==> src/rtl/core/lrmp_pkg.sv <==
// Shared types, constants and helpers of the linear recurrence matrix power block.
package lrmp_pkg;

    localparam int ORDER = 3;

    localparam logic [29:0] PRIME     = 30'd1000000007;
    localparam logic [31:0] PRIME_X2  = 32'd2000000014;
    // Barrett factor floor(2^60 / PRIME)
    localparam logic [63:0] MU_WIDE   = (64'd1 << 60) / 64'd1000000007;
    localparam logic [30:0] MU        = 31'(MU_WIDE);

    typedef enum logic [2:0] {
        REG_COEF_FIRST  = 3'd0,
        REG_COEF_SECOND = 3'd1,
        REG_COEF_THIRD  = 3'd2,
        REG_SEED_THREE  = 3'd3,
        REG_SEED_TWO    = 3'd4,
        REG_SEED_ONE    = 3'd5
    } reg_idx_t;

    typedef enum logic [1:0] {
        OP_MUL = 2'd0,   // acc = acc * base
        OP_SQR = 2'd1,   // base = base * base
        OP_DOT = 2'd2    // bottom row of acc dotted with seeds
    } op_t;

    typedef enum logic [3:0] {
        ST_IDLE,
        ST_INIT,
        ST_CHECK,
        ST_MUL,
        ST_MUL_DRAIN,
        ST_SQR,
        ST_SQR_DRAIN,
        ST_DOT_WAIT,
        ST_DOT,
        ST_DOT_DRAIN
    } state_t;

    typedef struct packed {
        logic       load;
        logic       init_wr;
        logic [3:0] idx;
        logic       issue;
        op_t        op;
        logic [1:0] ri;
        logic [1:0] rk;
        logic [1:0] rj;
        logic       last;
        logic       flip_acc;
        logic       flip_base;
        logic       shift;
    } cmd_t;

    typedef struct packed {
        logic busy;
        logic ex_zero;
        logic ex_lsb;
        logic out_full;
    } status_t;

    typedef struct packed {
        logic       valid;
        op_t        op;
        logic       last;
        logic [1:0] j;
        logic [3:0] dst;
    } tag_t;

    function automatic logic [3:0] entry_idx(input logic [1:0] r, input logic [1:0] c);
        return 4'({2'b00, r} * 4'(ORDER)) + {2'b00, c};
    endfunction

    function automatic logic [29:0] reduce_reg(input logic [29:0] v);
        return (v >= PRIME) ? (v - PRIME) : v;
    endfunction

endpackage

==> src/rtl/core/lrmp_ctrl.sv <==
// Sequencer that steps square-and-multiply and issues one product per cycle while in a multiply, square or dot state.
module lrmp_ctrl (
    input  logic              aclk,
    input  logic              aresetn,
    input  logic              s_tvalid,
    output logic              s_tready,
    output lrmp_pkg::cmd_t    cmd,
    input  lrmp_pkg::status_t status
);
    import lrmp_pkg::*;

    state_t     state_reg, state_next;
    logic [1:0] i_reg, i_next, k_reg, k_next, j_reg, j_next;
    logic [3:0] idx_reg, idx_next;
    logic       mat_end;

    assign mat_end = (i_reg == 2'd2) && (k_reg == 2'd2) && (j_reg == 2'd2);

    always_ff @(posedge aclk) begin
        if (!aresetn) begin
            state_reg <= ST_IDLE;
            i_reg     <= '0;
            k_reg     <= '0;
            j_reg     <= '0;
            idx_reg   <= '0;
        end else begin
            state_reg <= state_next;
            i_reg     <= i_next;
            k_reg     <= k_next;
            j_reg     <= j_next;
            idx_reg   <= idx_next;
        end
    end

    always_comb begin
        state_next = state_reg;
        i_next     = i_reg;
        k_next     = k_reg;
        j_next     = j_reg;
        idx_next   = idx_reg;
        s_tready   = 1'b0;
        cmd        = '0;
        cmd.op     = OP_MUL;
        cmd.ri     = i_reg;
        cmd.rk     = k_reg;
        cmd.rj     = j_reg;
        cmd.idx    = idx_reg;
        cmd.last   = (j_reg == 2'd2);

        unique case (state_reg)
            ST_IDLE: begin
                s_tready = 1'b1;
                if (s_tvalid) begin
                    cmd.load   = 1'b1;
                    idx_next   = '0;
                    i_next     = '0;
                    k_next     = '0;
                    j_next     = '0;
                    state_next = ST_INIT;
                end
            end
            ST_INIT: begin
                cmd.init_wr = 1'b1;
                if (idx_reg == 4'd8) begin
                    state_next = ST_CHECK;
                end else begin
                    idx_next = idx_reg + 4'd1;
                end
            end
            ST_CHECK: begin
                if (status.ex_zero) begin
                    state_next = ST_DOT_WAIT;
                end else if (status.ex_lsb) begin
                    state_next = ST_MUL;
                end else begin
                    state_next = ST_SQR;
                end
            end
            ST_MUL, ST_SQR: begin
                cmd.issue = 1'b1;
                cmd.op    = (state_reg == ST_MUL) ? OP_MUL : OP_SQR;
                if (mat_end) begin
                    i_next     = '0;
                    k_next     = '0;
                    j_next     = '0;
                    state_next = (state_reg == ST_MUL) ? ST_MUL_DRAIN : ST_SQR_DRAIN;
                end else if (j_reg == 2'd2) begin
                    j_next = '0;
                    if (k_reg == 2'd2) begin
                        k_next = '0;
                        i_next = i_reg + 2'd1;
                    end else begin
                        k_next = k_reg + 2'd1;
                    end
                end else begin
                    j_next = j_reg + 2'd1;
                end
            end
            ST_MUL_DRAIN: begin
                if (!status.busy) begin
                    cmd.flip_acc = 1'b1;
                    state_next   = ST_SQR;
                end
            end
            ST_SQR_DRAIN: begin
                if (!status.busy) begin
                    cmd.flip_base = 1'b1;
                    cmd.shift     = 1'b1;
                    state_next    = ST_CHECK;
                end
            end
            ST_DOT_WAIT: begin
                // hold until the previous result has left the output register
                if (!status.out_full) begin
                    i_next     = 2'd2;
                    k_next     = '0;
                    j_next     = '0;
                    state_next = ST_DOT;
                end
            end
            ST_DOT: begin
                cmd.issue = 1'b1;
                cmd.op    = OP_DOT;
                if (j_reg == 2'd2) begin
                    i_next     = '0;
                    j_next     = '0;
                    state_next = ST_DOT_DRAIN;
                end else begin
                    j_next = j_reg + 2'd1;
                end
            end
            ST_DOT_DRAIN: begin
                if (!status.busy) begin
                    state_next = ST_IDLE;
                end
            end
            default: begin
                state_next = ST_IDLE;
            end
        endcase
    end

endmodule

==> config.mk <==
export PLATFORM = sky130hd
export DESIGN_NAME = lrmp_ctrl
export DESIGN_NICKNAME = d
export VERILOG_FILES = /design/src/rtl/core/lrmp_pkg.sv /design/src/rtl/core/lrmp_ctrl.sv
export SDC_FILE = /design/constraint.sdc
export NUM_CORES = 1
export LEC_CHECK = 0
export BUFFER_PORTS_ARGS = -buffer_cell sky130_fd_sc_hd__buf_2
export CORE_ASPECT_RATIO = 1.4
export CORE_MARGIN = 3
export CORE_UTILIZATION = 45
export DETAILED_ROUTE_END_ITERATION = 12
export PLACE_DENSITY = 0.7
export SETUP_SLACK_MARGIN = 0.15
export SYNTH_ARGS = -nofsm -noshare
export SYNTH_HDL_FRONTEND = slang
export SYNTH_SLANG_ARGS = --single-unit
export TNS_END_PERCENT = 100
==> constraint.sdc <==
create_clock -name aclk -period 5.6 [get_ports aclk]
set_clock_uncertainty 0.15 [all_clocks]
set_input_delay 1.4 -clock aclk [delete_from_list [all_inputs] [get_ports aclk]]
set_output_delay 1.4 -clock aclk [all_outputs]
set_load 0.05 [all_outputs]
==> results by group <==
Floorplan
  • Die height: 61.7 µm
  • Die area: 2820 µm²
  • Core area: 2020 µm²
  • Die width: 45.8 µm
  • Initial core utilization: 49.3%
  • Core Rows: 19
  • # IOs: 27

Power
  • PwrDens: 441 nW/µm²
  • Sw Ratio: 51.2%
  • Clock network power share: 14.9%
  • Cell Int Power: 243 µW
  • Pleak: 0.476 nW
  • Peak supply drop: 240 µV
  • Gate power share: 53.8%
  • Sequential fraction of design power: 31.3%
  • Sw Pwr: 255 µW

Synthesis
  • Proportion of synthesized area in mux cells: 3.14%
  • Most used DFF post-synth: dfxtp_1
  • Post-synthesis compound-gate area fraction: 20.5%
  • Yosys warning count: 0
  • Syn nets: 138
  • Most frequent cell after synthesis: nand2_1
  • Mapped Cells: 128
  • Synthesized area: 996 µm²
  • Area share of the largest cell type after synthesis: 28.1%
  • #FFs+latches synth: 14
  • Largest cells by area after synthesis: dfxtp_1, nand2_1, a21oi_1, ha_1, inv_1
  • Register area share after synthesis: 28.1%
  • Top cells by count, synth: nand2_1, dfxtp_1, inv_1, nor2_1, a21oi_1
  • Mean area per synthesized cell: 7.78 µm²
  • Dominant cell type by area after synthesis: dfxtp_1
  • Number of synthesized flops with an enable pin: 0
  • Distinct cells, synth: 46
  • Post-Synth Adder-Cell Area: 4.77%
  • Xor/xnor cell area share of the yosys netlist: 2.64%
  • Simple-gate share of the synthesized area: 31.3%
  • Main combinational cell family by area after synthesis: simple AND/OR/NAND/NOR gates
  • Asr flop ratio synth: 0%

Final layout
  • Register area: 280 µm²
  • Multi-input logic area: 621 µm²
  • # fillers: 198
  • Nets: 159
  • # diodes: 0
  • Area growth syn-to-layout: 13.6%
  • Layout cells sized above 1: 23.6%

Worst setup path
  • Crit-path max cell delay: 0.36 ns
  • Most frequent CP cell: buf_2
  • Crit-path slowest cell: nor4b_1
  • Critical Path Sink Type: output port
  • CP delay by family, top: buffers and inverters
  • Startpoint Class: input pin
  • CP required: 4.05 ns
  • Worst EP arrival: 2.21 ns
  • Crit Path Class: input pin to output port
  • CP cell instances: buf_2 > nor4b_1 > buf_2
  • Buffers and inverters on the worst path: 2
  • CP Max Fanout: 3

Place
  • Detailed placement HPWL: 1690 µm
  • IO Port Bufs: 26
  • RePlAce Congestion: 0.776

Global route
  • Initial antenna violation count: 0
  • Total track usage: 18.5%
  • Largest net degree at the start of global routing: 22
  • Global route total overflow: 0
  • Vias in the first global route: 847
  • First-pass GRT wire length: 3740 µm

Route
  • DRC violation total after the first TritonRoute iteration: 15
  • Vias: 981
  • ANT nets after route: 0
  • TritonRoute pass-1 iters: 4
  • DR WL/cell: 13.6 µm
  • Vias per cell: 5.80
  • DRC violations left: 0
  • Aggregate routed wire length: 2300 µm

Clock network
  • Clk slew on worst S/H paths: 0.09 ns
  • Clock tree buffer depth: 2
  • Clock buffer count from CTS: 3
  • Sink Count: 14
  • CTS root buf: clkbuf_4
  • H-tree depth: 1
  • Hold_buf cts: 0
  • Setup Buffers After CTS: 0
  • Post-cts gate resize count: 0
  • Clk Latency, worst-skew pair: 0.28 ns
  • CTS tree: yes

STA
  • Crit path time final: 3.76 ns
  • Hold WS: 0.341 ns
  • Max transition margin: 56.3%
  • Fin. Hold Viols: 0
  • Setup TNS: 0 ns
  • Max-slew violations: 0
  • Final period util: 67.2%
  • Slew @ Worst Pin: 0.655 ns
  • RSZ-0062 raised after global routing: false
  • Fmax achieved: 266 MHz
  • Final Setup Violations: 0

Job
  • Max cap viols: 0

Status
  • Status: complete, no violations

Worst hold path
  • Worst Hold Class: flip-flop to flip-flop
tightest hold or removal path, cell delays in order, from the launching register on:
cell and delay, ns:
dfxtp_1 0.34, nand2_1 0.06, a21oi_1 0.05
power by group through the flow:
stage	clock network, mW	registers, mW	logic [mW]
after floorplan	0	0.139	0.240
after CTS	0.0765	0.155	0.270
after global routing	0.0810	0.161	0.290
final	0.0743	0.156	0.268
after detailed placement	0	0.158	0.269
after global placement	0	0.157	0.265
cells by family after synthesis:
group / after synthesis
multiplexers: 3
adder cells (fa/ha/maj): 4
AO/OA/AOI/OAI: 30
AND/OR/NAND/NOR: 54
XOR/XNOR: 3
flip-flops: 14
buffers and inverters: 20
final timing paths:
kind                     start  endpoint  slack, ns  cells after the start
setup / recovery     status[3]    cmd[1]       1.84                      3
hold / removal        j_reg[1]  j_reg[1]       0.34                      2
setup reg to reg  state_reg[2]  i_reg[0]       3.21                      5
hold reg to reg       j_reg[1]  j_reg[1]       0.34                      2
layout by cell type (no fill, tap or decap), types with 2 or more instances in the layout:
master,netlist,layout
or4_1,2,2
nor2b_1,3,3
clkbuf_4,0,3
a211o_1,2,2
dfxtp_1,14,14
o21ai_0,6,6
mux2i_1,2,2
xnor2_1,2,2
inv_1,9,9
o311ai_0,2,2
a2bb2oi_1,2,2
nand3_1,4,4
nand2b_1,4,4
nand2_1,15,15
a22oi_1,2,2
a21oi_1,8,8
nor4_1,2,2
or3_1,2,2
ha_1,3,3
and4_1,2,2
nor2_1,9,9
or4b_1,2,2
nand3b_1,2,2
buf_2,3,26
cell type report:
class	instances	area share, %
Inverter	10	3.32
Tap cell	21	2.32
Sequential cell	14	24.8
Clock buffer	4	3.21
Multi-Input combinational cell	94	54.9
Timing Repair Buffer	26	11.5
metrics by stage:
step	total power, mW	setup slack (ns)	area (µm²)	std cells	utilization, %
floorplan	0.380	0.512	996	128	-
global placement	0.422	1.91	1090	165	54.2
detailed placement	0.427	1.83	1090	165	54.2
CTS	0.502	1.83	1130	169	56.0
global route	0.532	1.80	1130	169	56.0
finish	0.498	1.84	1130	169	56.0
layer usage:
layer / GRT usage [%] / vias to the layer above / routed length (µm)
met5: 0 / - / 0
met4: 11.0 / 0 / 55
met3: 2.63 / 4 / 130
met2: 30.5 / 29 / 1170
met1: 22.4 / 450 / 948
li1: - / 498 / -
(Power assumes the default switching activity.)
